## src/hdl/uac_pkg.sv

```systemverilog
// uac_pkg: shared types, opcodes and sizes for the unsigned 64-bit alu core
// no dependencies; every other file of the core refers to it by scoped names
`timescale 1ns / 1ps

package uac_pkg;

	// data path sizes
	localparam int WORD_W      = 64;
	localparam int HALF_W      = 32;
	localparam int SHIFT_W     = 7;
	localparam int OP_W        = 4;

	// sequencing of the long operations
	localparam int DIV_STEPS   = 64;
	localparam int STEP_W      = 6;
	localparam int MUL_STEPS   = 4;

	// request queue between front and back
	localparam int QUEUE_DEPTH = 2;
	localparam int QPTR_W      = 1;
	localparam int QCNT_W      = 2;

	typedef logic [OP_W-1:0] op_t;

	localparam op_t OP_ADD = 4'd0;
	localparam op_t OP_SUB = 4'd1;
	localparam op_t OP_MUL = 4'd2;
	localparam op_t OP_DIV = 4'd3;
	localparam op_t OP_MOD = 4'd4;
	localparam op_t OP_SHL = 4'd5;
	localparam op_t OP_SHR = 4'd6;
	localparam op_t OP_AND = 4'd7;
	localparam op_t OP_INC = 4'd8;
	localparam op_t OP_DEC = 4'd9;

	// which back end unit a request needs
	typedef enum logic [1:0] {
		CLS_SIMPLE = 2'd0,
		CLS_MUL    = 2'd1,
		CLS_DIV    = 2'd2
	} class_t;

	// one classified request as it sits in the queue
	typedef struct packed {
		op_t                x_op;
		logic [WORD_W-1:0]  x;
		logic [WORD_W-1:0]  y;
		logic [SHIFT_W-1:0] sh;
		class_t             cls;
		logic               less;
		logic               equal;
	} item_t;

	// queue status seen by front and back
	typedef struct packed {
		logic full;
		logic empty;
	} q_status_t;

	// back end sequencer
	typedef enum logic [2:0] {
		ST_IDLE = 3'b001,
		ST_MUL  = 3'b010,
		ST_DIV  = 3'b100
	} back_state_t;

endpackage

```

## src/hdl/uac_front.sv

```systemverilog
// uac_front: accepts requests, classifies the opcode and forms the compare flags
// depends on uac_pkg
`timescale 1ns / 1ps

module uac_front (
	input  logic                        start,
	input  uac_pkg::op_t                op,
	input  logic [uac_pkg::WORD_W-1:0]  operand_x,
	input  logic [uac_pkg::WORD_W-1:0]  operand_y,
	input  logic [uac_pkg::SHIFT_W-1:0] shift_amount,
	input  uac_pkg::q_status_t          q_status,
	output logic                        busy,
	output logic                        push,
	output uac_pkg::item_t              item
);

	uac_pkg::class_t cls;

	// hold off new requests while the queue is full
	assign busy = q_status.full;
	assign push = start && !q_status.full;

	// opcode decoder: pick the back end unit
	always_comb begin
		unique case (op) inside
			uac_pkg::OP_MUL:                 cls = uac_pkg::CLS_MUL;
			uac_pkg::OP_DIV, uac_pkg::OP_MOD: cls = uac_pkg::CLS_DIV;
			default:                         cls = uac_pkg::CLS_SIMPLE;
		endcase
	end

	// pack the request with its compare flags
	always_comb begin
		item.x_op  = op;
		item.x     = operand_x;
		item.y     = operand_y;
		item.sh    = shift_amount;
		item.cls   = cls;
		item.less  = operand_x < operand_y;
		item.equal = operand_x == operand_y;
	end

endmodule

```

## src/hdl/uac_queue.sv

```systemverilog
// uac_queue: short fifo of classified requests between front and back
// depends on uac_pkg
`timescale 1ns / 1ps

module uac_queue (
	input  logic               clk,
	input  logic               arst_n,
	input  logic               push,
	input  uac_pkg::item_t     push_item,
	input  logic               pop,
	output uac_pkg::item_t     head,
	output uac_pkg::q_status_t q_status
);

	uac_pkg::item_t              mem_q [uac_pkg::QUEUE_DEPTH];
	logic [uac_pkg::QPTR_W-1:0]  wr_ptr_q;
	logic [uac_pkg::QPTR_W-1:0]  rd_ptr_q;
	logic [uac_pkg::QCNT_W-1:0]  count_q;

	localparam logic [uac_pkg::QPTR_W-1:0] PTR_LAST = uac_pkg::QPTR_W'(uac_pkg::QUEUE_DEPTH - 1);
	localparam logic [uac_pkg::QCNT_W-1:0] CNT_FULL = uac_pkg::QCNT_W'(uac_pkg::QUEUE_DEPTH);

	assign q_status.full  = count_q == CNT_FULL;
	assign q_status.empty = count_q == '0;
	assign head           = mem_q[rd_ptr_q];

	// storage write
	always_ff @(posedge clk) begin
		if (push) begin
			mem_q[wr_ptr_q] <= push_item;
		end
	end

	// pointers and fill count
	always_ff @(posedge clk or negedge arst_n) begin
		if (!arst_n) begin
			wr_ptr_q <= '0;
			rd_ptr_q <= '0;
			count_q  <= '0;
		end else begin
			if (push) begin
				wr_ptr_q <= (wr_ptr_q == PTR_LAST) ? '0 : wr_ptr_q + 1'b1;
			end
			if (pop) begin
				rd_ptr_q <= (rd_ptr_q == PTR_LAST) ? '0 : rd_ptr_q + 1'b1;
			end
			if (push && !pop) begin
				count_q <= count_q + 1'b1;
			end else if (pop && !push) begin
				count_q <= count_q - 1'b1;
			end
		end
	end

endmodule

```

## src/hdl/uac_back.sv

```systemverilog
// uac_back: executes requests; simple ops, a 32x32 multiply sequence
// and a one bit per cycle restoring divider; depends on uac_pkg
`timescale 1ns / 1ps

module uac_back (
	input  logic                       clk,
	input  logic                       arst_n,
	input  uac_pkg::item_t             head,
	input  uac_pkg::q_status_t         q_status,
	output logic                       pop,
	output logic                       done,
	output logic [uac_pkg::WORD_W-1:0] value,
	output logic                       less,
	output logic                       equal
);

	localparam int W = uac_pkg::WORD_W;
	localparam int H = uac_pkg::HALF_W;
	localparam logic [uac_pkg::STEP_W-1:0] DIV_LAST = uac_pkg::STEP_W'(uac_pkg::DIV_STEPS - 1);
	localparam logic [uac_pkg::STEP_W-1:0] MUL_LAST = uac_pkg::STEP_W'(uac_pkg::MUL_STEPS - 1);

	uac_pkg::back_state_t        state_q;
	logic [uac_pkg::STEP_W-1:0]  cnt_q;
	logic [W-1:0]                a_q;
	logic [W-1:0]                b_q;
	logic                        is_mod_q;
	logic                        lt_q;
	logic                        eq_q;
	logic [W-1:0]                rem_q;
	logic [W-1:0]                quo_q;
	logic [W-1:0]                prod_q;
	logic [W-1:0]                acc_q;
	logic                        done_q;
	logic [W-1:0]                value_q;
	logic                        less_q;
	logic                        equal_q;

	logic [W-1:0]                simple_val;
	logic [H-1:0]                mul_a;
	logic [H-1:0]                mul_b;
	logic [W-1:0]                mul_prod;
	logic [W-1:0]                acc_sum;
	logic [W:0]                  div_t;
	logic [W+1:0]                div_diff;
	logic                        take;
	logic [W-1:0]                rem_next;
	logic [W-1:0]                quo_next;

	assign pop   = (state_q == uac_pkg::ST_IDLE) && !q_status.empty;
	assign done  = done_q;
	assign value = value_q;
	assign less  = less_q;
	assign equal = equal_q;

	// simple operations, combinational from the queue head
	always_comb begin
		case (head.x_op)
			uac_pkg::OP_ADD: simple_val = head.x + head.y;
			uac_pkg::OP_SUB: simple_val = head.x - head.y;
			uac_pkg::OP_SHL: simple_val = head.sh[uac_pkg::SHIFT_W-1] ? '0 :
				head.x << head.sh[uac_pkg::SHIFT_W-2:0];
			uac_pkg::OP_SHR: simple_val = head.sh[uac_pkg::SHIFT_W-1] ? '0 :
				head.x >> head.sh[uac_pkg::SHIFT_W-2:0];
			uac_pkg::OP_AND: simple_val = head.x & head.y;
			uac_pkg::OP_INC: simple_val = head.x + W'(1);
			uac_pkg::OP_DEC: simple_val = head.x - W'(1);
			default:         simple_val = '0;
		endcase
	end

	// multiply operand select: low x low, then the two cross terms
	always_comb begin
		case (cnt_q[1:0])
			2'd0: begin
				mul_a = a_q[H-1:0];
				mul_b = b_q[H-1:0];
			end
			2'd1: begin
				mul_a = a_q[H-1:0];
				mul_b = b_q[W-1:H];
			end
			default: begin
				mul_a = a_q[W-1:H];
				mul_b = b_q[H-1:0];
			end
		endcase
	end

	assign mul_prod = mul_a * mul_b;
	assign acc_sum  = acc_q + {prod_q[H-1:0], {H{1'b0}}};

	// one restoring division step, carry bit kept on top of the remainder
	assign div_t    = {rem_q, a_q[W-1]};
	assign div_diff = {1'b0, div_t} - {2'b00, b_q};
	assign take     = !div_diff[W+1];
	assign rem_next = take ? div_diff[W-1:0] : div_t[W-1:0];
	assign quo_next = {quo_q[W-2:0], take};

	// sequencer control
	always_ff @(posedge clk or negedge arst_n) begin
		if (!arst_n) begin
			state_q <= uac_pkg::ST_IDLE;
			cnt_q   <= '0;
			done_q  <= 1'b0;
		end else begin
			done_q <= 1'b0;
			unique case (state_q)
				uac_pkg::ST_IDLE: begin
					cnt_q <= '0;
					if (pop) begin
						unique case (head.cls)
							uac_pkg::CLS_MUL: state_q <= uac_pkg::ST_MUL;
							uac_pkg::CLS_DIV: state_q <= uac_pkg::ST_DIV;
							default:          done_q  <= 1'b1;
						endcase
					end
				end
				uac_pkg::ST_MUL: begin
					cnt_q <= cnt_q + 1'b1;
					if (cnt_q == MUL_LAST) begin
						done_q  <= 1'b1;
						state_q <= uac_pkg::ST_IDLE;
					end
				end
				uac_pkg::ST_DIV: begin
					cnt_q <= cnt_q + 1'b1;
					if (cnt_q == DIV_LAST) begin
						done_q  <= 1'b1;
						state_q <= uac_pkg::ST_IDLE;
					end
				end
				default: state_q <= uac_pkg::ST_IDLE;
			endcase
		end
	end

	// operand, partial result and output registers
	always_ff @(posedge clk) begin
		unique case (state_q)
			uac_pkg::ST_IDLE: begin
				if (pop) begin
					a_q      <= head.x;
					b_q      <= head.y;
					is_mod_q <= head.x_op == uac_pkg::OP_MOD;
					lt_q     <= head.less;
					eq_q     <= head.equal;
					rem_q    <= '0;
					quo_q    <= '0;
					if (head.cls == uac_pkg::CLS_SIMPLE) begin
						value_q <= simple_val;
						less_q  <= head.less;
						equal_q <= head.equal;
					end
				end
			end
			uac_pkg::ST_MUL: begin
				prod_q <= mul_prod;
				if (cnt_q == 6'd1) begin
					acc_q <= prod_q;
				end else if (cnt_q != '0) begin
					acc_q <= acc_sum;
				end
				if (cnt_q == MUL_LAST) begin
					value_q <= acc_sum;
					less_q  <= lt_q;
					equal_q <= eq_q;
				end
			end
			uac_pkg::ST_DIV: begin
				a_q   <= {a_q[W-2:0], 1'b0};
				rem_q <= rem_next;
				quo_q <= quo_next;
				if (cnt_q == DIV_LAST) begin
					value_q <= is_mod_q ? rem_next : quo_next;
					less_q  <= lt_q;
					equal_q <= eq_q;
				end
			end
			default: begin
				acc_q <= acc_q;
			end
		endcase
	end

endmodule

```

## src/hdl/unsigned_64bit_alu_core.sv

```systemverilog
// unsigned_64bit_alu_core: top level of the unsigned 64-bit alu
// depends on uac_pkg, uac_front, uac_queue, uac_back
`timescale 1ns / 1ps

// usage
// - a request (op, operand_x, operand_y, shift_amount) is taken at a rising
//   edge with start high and busy low; busy rises while the two entry
//   request queue is full
// - each request gives one result: value, less, equal on the result ports
//   for exactly one cycle with done high; results come out in request order
// - path from the accepting edge to the done cycle, with the back end free:
//   add, sub, shl, shr, and, inc, dec and unused opcodes: queue, then value_q
//   mul: queue, ST_MUL (three 32x32 partial products through one multiplier)
//   div, mod: queue, ST_DIV (one quotient bit per cycle, 64 steps)
// - throughput is set by the back end: one simple op per cycle while it is idle;
//   a mul, div or mod holds it, and no new request is popped until it is back in ST_IDLE
// - the receiver cannot stall; a result is shown once and must be taken
// - less and equal compare operand_x with operand_y for every opcode
// - division by zero gives an all-ones quotient and a remainder equal to x
// - arst_n clears the queue and the sequencer; no request is pending after it

module unsigned_64bit_alu_core (
	input  logic                        clk,
	input  logic                        arst_n,
	input  logic                        start,
	output logic                        busy,
	input  uac_pkg::op_t                op,
	input  logic [uac_pkg::WORD_W-1:0]  operand_x,
	input  logic [uac_pkg::WORD_W-1:0]  operand_y,
	input  logic [uac_pkg::SHIFT_W-1:0] shift_amount,
	output logic                        done,
	output logic [uac_pkg::WORD_W-1:0]  value,
	output logic                        less,
	output logic                        equal
);

	uac_pkg::q_status_t q_status;
	uac_pkg::item_t     push_item;
	uac_pkg::item_t     head;
	logic               push;
	logic               pop;

	// request accept and classification
	uac_front u_front (
		.start        (start),
		.op           (op),
		.operand_x    (operand_x),
		.operand_y    (operand_y),
		.shift_amount (shift_amount),
		.q_status     (q_status),
		.busy         (busy),
		.push         (push),
		.item         (push_item)
	);

	// decoupling queue
	uac_queue u_queue (
		.clk       (clk),
		.arst_n    (arst_n),
		.push      (push),
		.push_item (push_item),
		.pop       (pop),
		.head      (head),
		.q_status  (q_status)
	);

	// execution
	uac_back u_back (
		.clk      (clk),
		.arst_n   (arst_n),
		.head     (head),
		.q_status (q_status),
		.pop      (pop),
		.done     (done),
		.value    (value),
		.less     (less),
		.equal    (equal)
	);

endmodule

```

## config.mk

```make
export PLATFORM = sky130hd
export DESIGN_NAME = unsigned_64bit_alu_core
export DESIGN_NICKNAME = d
export VERILOG_FILES = /design/src/hdl/uac_pkg.sv /design/src/hdl/uac_front.sv /design/src/hdl/uac_queue.sv /design/src/hdl/uac_back.sv /design/src/hdl/unsigned_64bit_alu_core.sv
export SDC_FILE = /design/constraint.sdc
export NUM_CORES = 2
export LEC_CHECK = 0
export BUFFER_PORTS_ARGS = -buffer_cell sky130_fd_sc_hd__buf_2
export CAP_MARGIN = 20
export CORE_MARGIN = 2
export CORE_UTILIZATION = 53
export CTS_CLUSTER_DIAMETER = 30
export CTS_CLUSTER_SIZE = 10
export DETAILED_ROUTE_END_ITERATION = 6
export PLACE_DENSITY = 0.69
export SYNTH_ARGS = -nofsm -noshare
export SYNTH_HDL_FRONTEND = slang
export SYNTH_HIERARCHICAL = 1
export SYNTH_SLANG_ARGS = --single-unit
```

## constraint.sdc

```tcl
create_clock -name clk -period 43.6 [get_ports clk]
set_input_delay 8.72 -clock clk [delete_from_list [all_inputs] [get_ports clk]]
set_output_delay 8.72 -clock clk [all_outputs]
set_load 0.005 [all_outputs]
```

# Word-level counts from Yosys, hierarchy flattened

Memory sizes are Yosys's and may differ from the RTL's.
Index checks and enable logic that the tools add are counted.

Register bits after elaboration: 466
Bits in writable memories: 286
Input bits: 142
Output and inout port bits: 68
Logic and storage cells: 136
Memories kept: 1

Memory list:

| memory        | depth | width | read ports | clocked after memory_dff | write ports | RTL line        | source |
|---|---|---|---|---|---|---|---|
| u_queue.mem_q | 2     | 143   | 1          | 0                        | 1           | uac_queue.sv:15 | `uac_pkg::item_t mem_q [uac_pkg::QUEUE_DEPTH];` |

$add $sub $neg: 11
Multipliers: 1
Magnitude comparators: 1
Equal/unequal tests: 26
Shift operators: 2
Muxes and demuxes: 47
Bitwise gates (word level): 1
Reduce and logical (&&, ||, !) cells: 28

Operator list:

| cell                    | count |
|---|---|
| $mux W64                | 12 |
| $pmux W64 S7            | 1 |
| $pmux W64 S2            | 2 |
| $pmux W64 S3            | 1 |
| $add A64 B64 Y64        | 2 |
| $pmux W63 S2            | 1 |
| $sub A65 B64 Y66        | 1 |
| $add A64 B1 Y64 const B | 1 |
| $and A64 B64 Y64        | 1 |
| $eq A64 B64 Y1          | 1 |
| $lt A64 B64 Y1          | 1 |
| $mul A32 B32 Y64        | 1 |
| $mux W32                | 2 |
| $shl A64 B6 Y64         | 1 |
| $shr A64 B6 Y64         | 1 |
| $sub A64 B1 Y64 const B | 1 |
| $sub A64 B64 Y64        | 1 |
| $eq A4 B3 Y1 const B    | 5 |
| $mux W1                 | 16 |
| $pmux W6 S2             | 1 |
| $mux W3                 | 3 |
| $pmux W1 S3             | 3 |
| $pmux W3 S3             | 1 |
| $eq A4 B2 Y1 const B    | 2 |
| other kinds (31)        | 55 |

# Longest topological paths before layout

Depth in word-level cells: 7
Depth in mapped cells: 38
Mapped depth without buffers: 34

# Hierarchy

Netlist, hierarchy kept.

Modules (own cells, without submodules):

| module    | times used | cells an instance | area an instance (µm²) | sequential area each (µm²) |
|---|---|---|---|---|
| uac_back  | 1          | 8332              | 71697.5                | 13824.5 |
| uac_queue | 1          | 461               | 10740.3                | 8688.3 |
| uac_front | 1          | 376               | 2687.6                 | 0.0 |

# Least setup slack after synthesis

Ideal clock, no wire load.

Kind: input port to flip-flop
Start point: input start
End point: memory u_queue/mem_q[0][0] in the netlist's numbering (enable)
Setup time: 664 ps
Data arrival time: 15277 ps
Required time: 42936 ps
Path slack: 27658 ps
Stages: 2
Path buffers: 0
Cell sequence: nor2b_1 -> nor2b_1

Cells in the longest elaborated chain, start to end: 3

Ends and longest elaborated chain:

| what                          | RTL line                      | source |
|---|---|---|
| start, declared               | unsigned_64bit_alu_core.sv:25 | `input logic start,` |
| $logic_and A1 B1 Y1           | uac_front.sv:21               | `assign push = start && !q_status.full;` |
| $mux W1                       | uac_queue.sv:29               | `if (push) begin` |
| $mux W1 (not written as such) | uac_queue.sv:30               | `mem_q[wr_ptr_q] <= push_item;` |
| end, declared                 | uac_queue.sv:15               |  |

Every way passes these cells.

# Worst setup path in the final report

Start point: register u_back/cnt_q[1] in the netlist's numbering
End point: register u_back.prod_q[62], data pin

Cells in the longest elaborated chain, start to end: 4
Elaborated cells between the ends (all ways): 6
Those cells by class: mul: 1; eq/ne: 1; mux: 2; reduce/logical: 2

Ends and longest elaborated chain:

| what                                             | RTL line        | source |
|---|---|---|
| start, declared                                  | uac_back.sv:23  | `logic [uac_pkg::STEP_W-1:0] cnt_q;` |
| start signal, assigned                           | uac_back.sv:119 | `cnt_q <= cnt_q + 1'b1;` |
| start signal, assigned                           | uac_back.sv:126 | `cnt_q <= cnt_q + 1'b1;` |
| $eq A2 B1 Y1 or $logic_not A2 Y1 (tied branches) | uac_back.sv:73  | `case (cnt_q[1:0])` |
| $reduce_or A2 Y1 (no line)                       | --              |  |
| $mux W32                                         | uac_back.sv:73  |  |
| $mul A32 B32 Y64 *                               | uac_back.sv:89  | `assign mul_prod = mul_a * mul_b;` |
| via u_back.mul_prod[62]                          | uac_back.sv:41  | `logic [W-1:0] mul_prod;` |
| end signal, assigned                             | uac_back.sv:157 | `prod_q <= mul_prod;` |
| end, declared                                    | uac_back.sv:31  | `logic [W-1:0] prod_q;` |

The timed path passes the listed nets; every way through them passes the cells marked *.
A chain may end at the register's enable or synchronous reset.

==> results.py <==
metrics = {
    "yosys": {
        "syn_area_sq_um": 85100,
        "synth_warnings": 6,
        "syn_nets": 10700,
        "yosysUniqueCellTypes": 88,
        "yosysSeqAreaShare": 0.264,
        "syn_avg_cell_area_sq_um": 9.28,
        "async_flop_share": 0.0186,
        "synthCells": 9169,
        "synth_seq_cells": 752,
        "synth_edf_count": 738,
        "synth_flop_cell": "edfxtp_1",
    },
    "clock_network": {
        "post-cts-setup-buffer-count": 0,
        "cts-htree-levels": 4,
        "cts_tree": "done",
        "numCtsBuffers": 169,
        "clkSlewWorstSetupHoldPaths_ns": 0.04,
        "clk_latency_ns": 0.81,
        "cts_root_buffer": "clkbuf_16",
        "cts.sinks": 752,
        "cts_max_path_buffers": 3,
        "postCtsResizedCells": 0,
        "postCtsHoldBufs": 0,
    },
    "grt": {
        "grt_pass1_wl_um": 497000,
        "gr-total-overflow": 0,
        "use_met3": 0.119,
        "grt_use_total": 0.425,
        "grt.met1_usage": 0.558,
        "first_global_vias": 71100,
        "grt_start_max_net_pins": 97,
        "busiest_layer": "met2",
        "antenna_found_initial": 33,
        "met2_usage": 0.619,
    },
    "sta": {
        "timing.hold.ws_ns": 0.501,
        "tightest_slew_ns": 1.37,
        "fmax_ghz": 0.0862,
        "maxSlewViolCount": 0,
        "fin_crit_ns": 11.60,
        "skew_ns": 0.0596,
        "maxSlewHeadroom": 0.0834,
        "setup_violations": 0,
        "final_hold_viol_count": 0,
        "finalCritPeriodShare": 0.266,
        "rsz0062_at_grt": "false",
        "setup_tns_ns": 0,
    },
    "placed_design": {
        "gp_congestion": 1.06,
        "dp_hpwl_um": 273000,
        "portBuffers": 209,
    },
    "layout": {
        "nFillCells": 13900,
        "final_layout_size_suffix_gt1_frac": 0.118,
        "layout.nets": 10600,
        "area_growth_pct": 9.89,
    },
    "route": {
        "drt_pass1_iterations": 7,
        "routed_wl_um": 352000,
        "dr_total_vias": 73700,
        "wl_per_cell_um": 31.1,
        "postRouteAntennaNets": 0,
        "via_per_inst": 6.52,
        "post-route-drc-count": 0,
        "drt_first_iter_violations": 10200,
    },
    "setup_path": {
        "r2r_setup_slack_ns": 32.00,
        "setup.worst_path.class": "reg -> reg",
        "cp.required_ns": 44.12,
        "startpoint_type": "flip-flop",
        "critPathArrivalTime_ns": 12.13,
        "slowest_stage": "mux2i_2",
        "worst-path-buf-inv": 6,
        "cpPeakStageDelay_ns": 0.89,
        "path_max_fanout": 64,
        "cp_top_family": "adder cells",
        "crit_path_frequent_cell": "fa_1",
        "end_kind": "flip-flop",
    },
    "die": {
        "dieWidth_um": 405,
        "die_h_um": 405,
        "coreArea_sq_um": 160000,
        "io_pins": 210,
        "initial_core_util": 0.532,
        "num_rows": 147,
        "dieArea_sq_um": 164000,
    },
    "flow_run": {
        "maxCapViolCount": 0,
    },
    "run_status": {
        "status": "finished clean",
    },
    "hold_path": {
        "hold_path_class": "reg -> reg",
    },
}
area by class of cell:
class / instances / area, sq um / share of cell area
diodes: 22 / 55.1 / 0.000589
clock buffers: 188 / 4360 / 0.0467
clock inverters: 127 / 1740 / 0.0186
inverters: 1088 / 4090 / 0.0437
multi-input cells: 6647 / 55800 / 0.596
flip-flops and latches: 752 / 22500 / 0.241
well taps: 2086 / 2610 / 0.0279
repair buffers: 385 / 2390 / 0.0255
routing by layer:
layer  part of all wire  up-vias  wire length, um
met2               0.42     5143           149000
met4              0.077       22            27100
met5            0.00045        -              159
li1                   -    30700                -
met3               0.12     1149            43400
met1               0.38    36700           132000
registers in the layout, summed over array words and instances (netlist names), 2 cells and up:
register	cells
u_back/state_q	3
u_queue/count_q	2
u_back/a_q	64
u_back/cnt_q	6
u_back/value	64
u_back/prod_q	64
u_back/b_q	64
u_queue/mem_q	286
u_back/quo_q	63
u_back/rem_q	64
u_back/acc_q	64
logic make-up after synthesis:
group / share of synthesized area
AND/OR/NAND/NOR: 0.138
flip-flops: 0.264
AO/OA/AOI/OAI: 0.130
adder cells (fa/ha/maj): 0.284
XOR/XNOR: 0.0229
multiplexers: 0.0759
buffers and inverters: 0.0852
path summary, 6_finish.rpt:
check                      cells past startpoint                from                 end
setup reg to reg                              31     u_back/cnt_q[1]   u_back/prod_q[62]
hold / removal                                 1  u_queue/count_q[1]  u_queue/count_q[1]
max in group asynchronous                      1              arst_n   u_back/state_q[0]
setup / recovery                              31     u_back/cnt_q[1]   u_back/prod_q[62]
hold reg to reg                                1  u_queue/count_q[1]  u_queue/count_q[1]
min in group asynchronous                      1              arst_n    u_queue/wr_ptr_q
placed cells by master, fill, tap and decap left out, types with 43 or more instances in the layout:
| cell type | n |
|---|---|
| a211oi_1 | 50 |
| a21o_1 | 167 |
| a21oi_1 | 445 |
| a221oi_1 | 75 |
| a31oi_1 | 74 |
| and2_1 | 95 |
| and3_1 | 72 |
| buf_2 | 209 |
| buf_4 | 173 |
| clkbuf_16 | 172 |
| edfxtp_1 | 738 |
| fa_1 | 899 |
| ha_1 | 492 |
| inv_1 | 1080 |
| mux2_2 | 168 |
| mux2_4 | 65 |
| mux2i_1 | 226 |
| mux4_2 | 48 |
| nand2_1 | 1199 |
| nand2b_1 | 47 |
| nand3_1 | 87 |
| nand4_1 | 65 |
| nor2_1 | 984 |
| nor3_1 | 59 |
| o211ai_1 | 71 |
| o21a_1 | 43 |
| o21ai_0 | 439 |
| xnor2_1 | 123 |
| xor2_1 | 100 |
metrics by stage:
| stage | area, sq um | worst slack [ns] | utilization | instances |
|---|---|---|---|---|
| final | 93500 | 32.00 | 0.585 | 11300 |
| after global routing | 93500 | 31.61 | 0.584 | 11300 |
| after CTS | 93500 | 32.24 | 0.584 | 11300 |
| after detailed placement | 87400 | 32.11 | 0.546 | 11000 |
| after floorplan | 85100 | 27.66 | - | 9169 |
| after global placement | 87400 | 32.14 | 0.546 | 11000 |
cells in the mapped netlist, types with 25 or more instances:
cell | instances | area (sq um)
nand2_1 | 1199 | 4500
inv_1 | 1085 | 4070
nor2_1 | 993 | 3730
fa_1 | 899 | 18000
edfxtp_1 | 738 | 22200
ha_1 | 493 | 6170
clkbuf_1 | 455 | 1710
o21ai_0 | 448 | 2240
a21oi_1 | 445 | 2230
mux2i_1 | 252 | 2520
mux2_2 | 174 | 1960
a21o_1 | 167 | 1250
buf_4 | 140 | 1050
xnor2_1 | 123 | 1080
xor2_1 | 100 | 876
and2_1 | 96 | 601
nand3_1 | 87 | 435
a221oi_1 | 75 | 657
a31oi_1 | 75 | 469
and3_1 | 73 | 457
o211ai_1 | 71 | 533
nand4_1 | 65 | 407
buf_1 | 61 | 229
nor3_1 | 61 | 305
mux2_4 | 60 | 901
a211oi_1 | 50 | 375
mux4_2 | 48 | 1080
nand2b_1 | 47 | 294
o21a_1 | 43 | 323
a221o_1 | 40 | 400
or3_1 | 37 | 231
o21bai_1 | 36 | 270
nor2b_1 | 33 | 206
o31ai_1 | 25 | 188
worst reg2reg max path: cells and delay by family (launching register included):
kind,cells,cell delay (ns)
and+or+nand+nor,3,0.81
DFF,1,0.42
adders and majority gates,10,4.87
xor gates and xnor gates,1,0.14
AOI/OAI and AO/OA,10,2.94
buffers and inverters,6,1.20
muxes,1,0.98
Power is left out: the tool's default activity adds up to more than one toggle a clock period on the data nets, which glitch-free logic cannot reach.
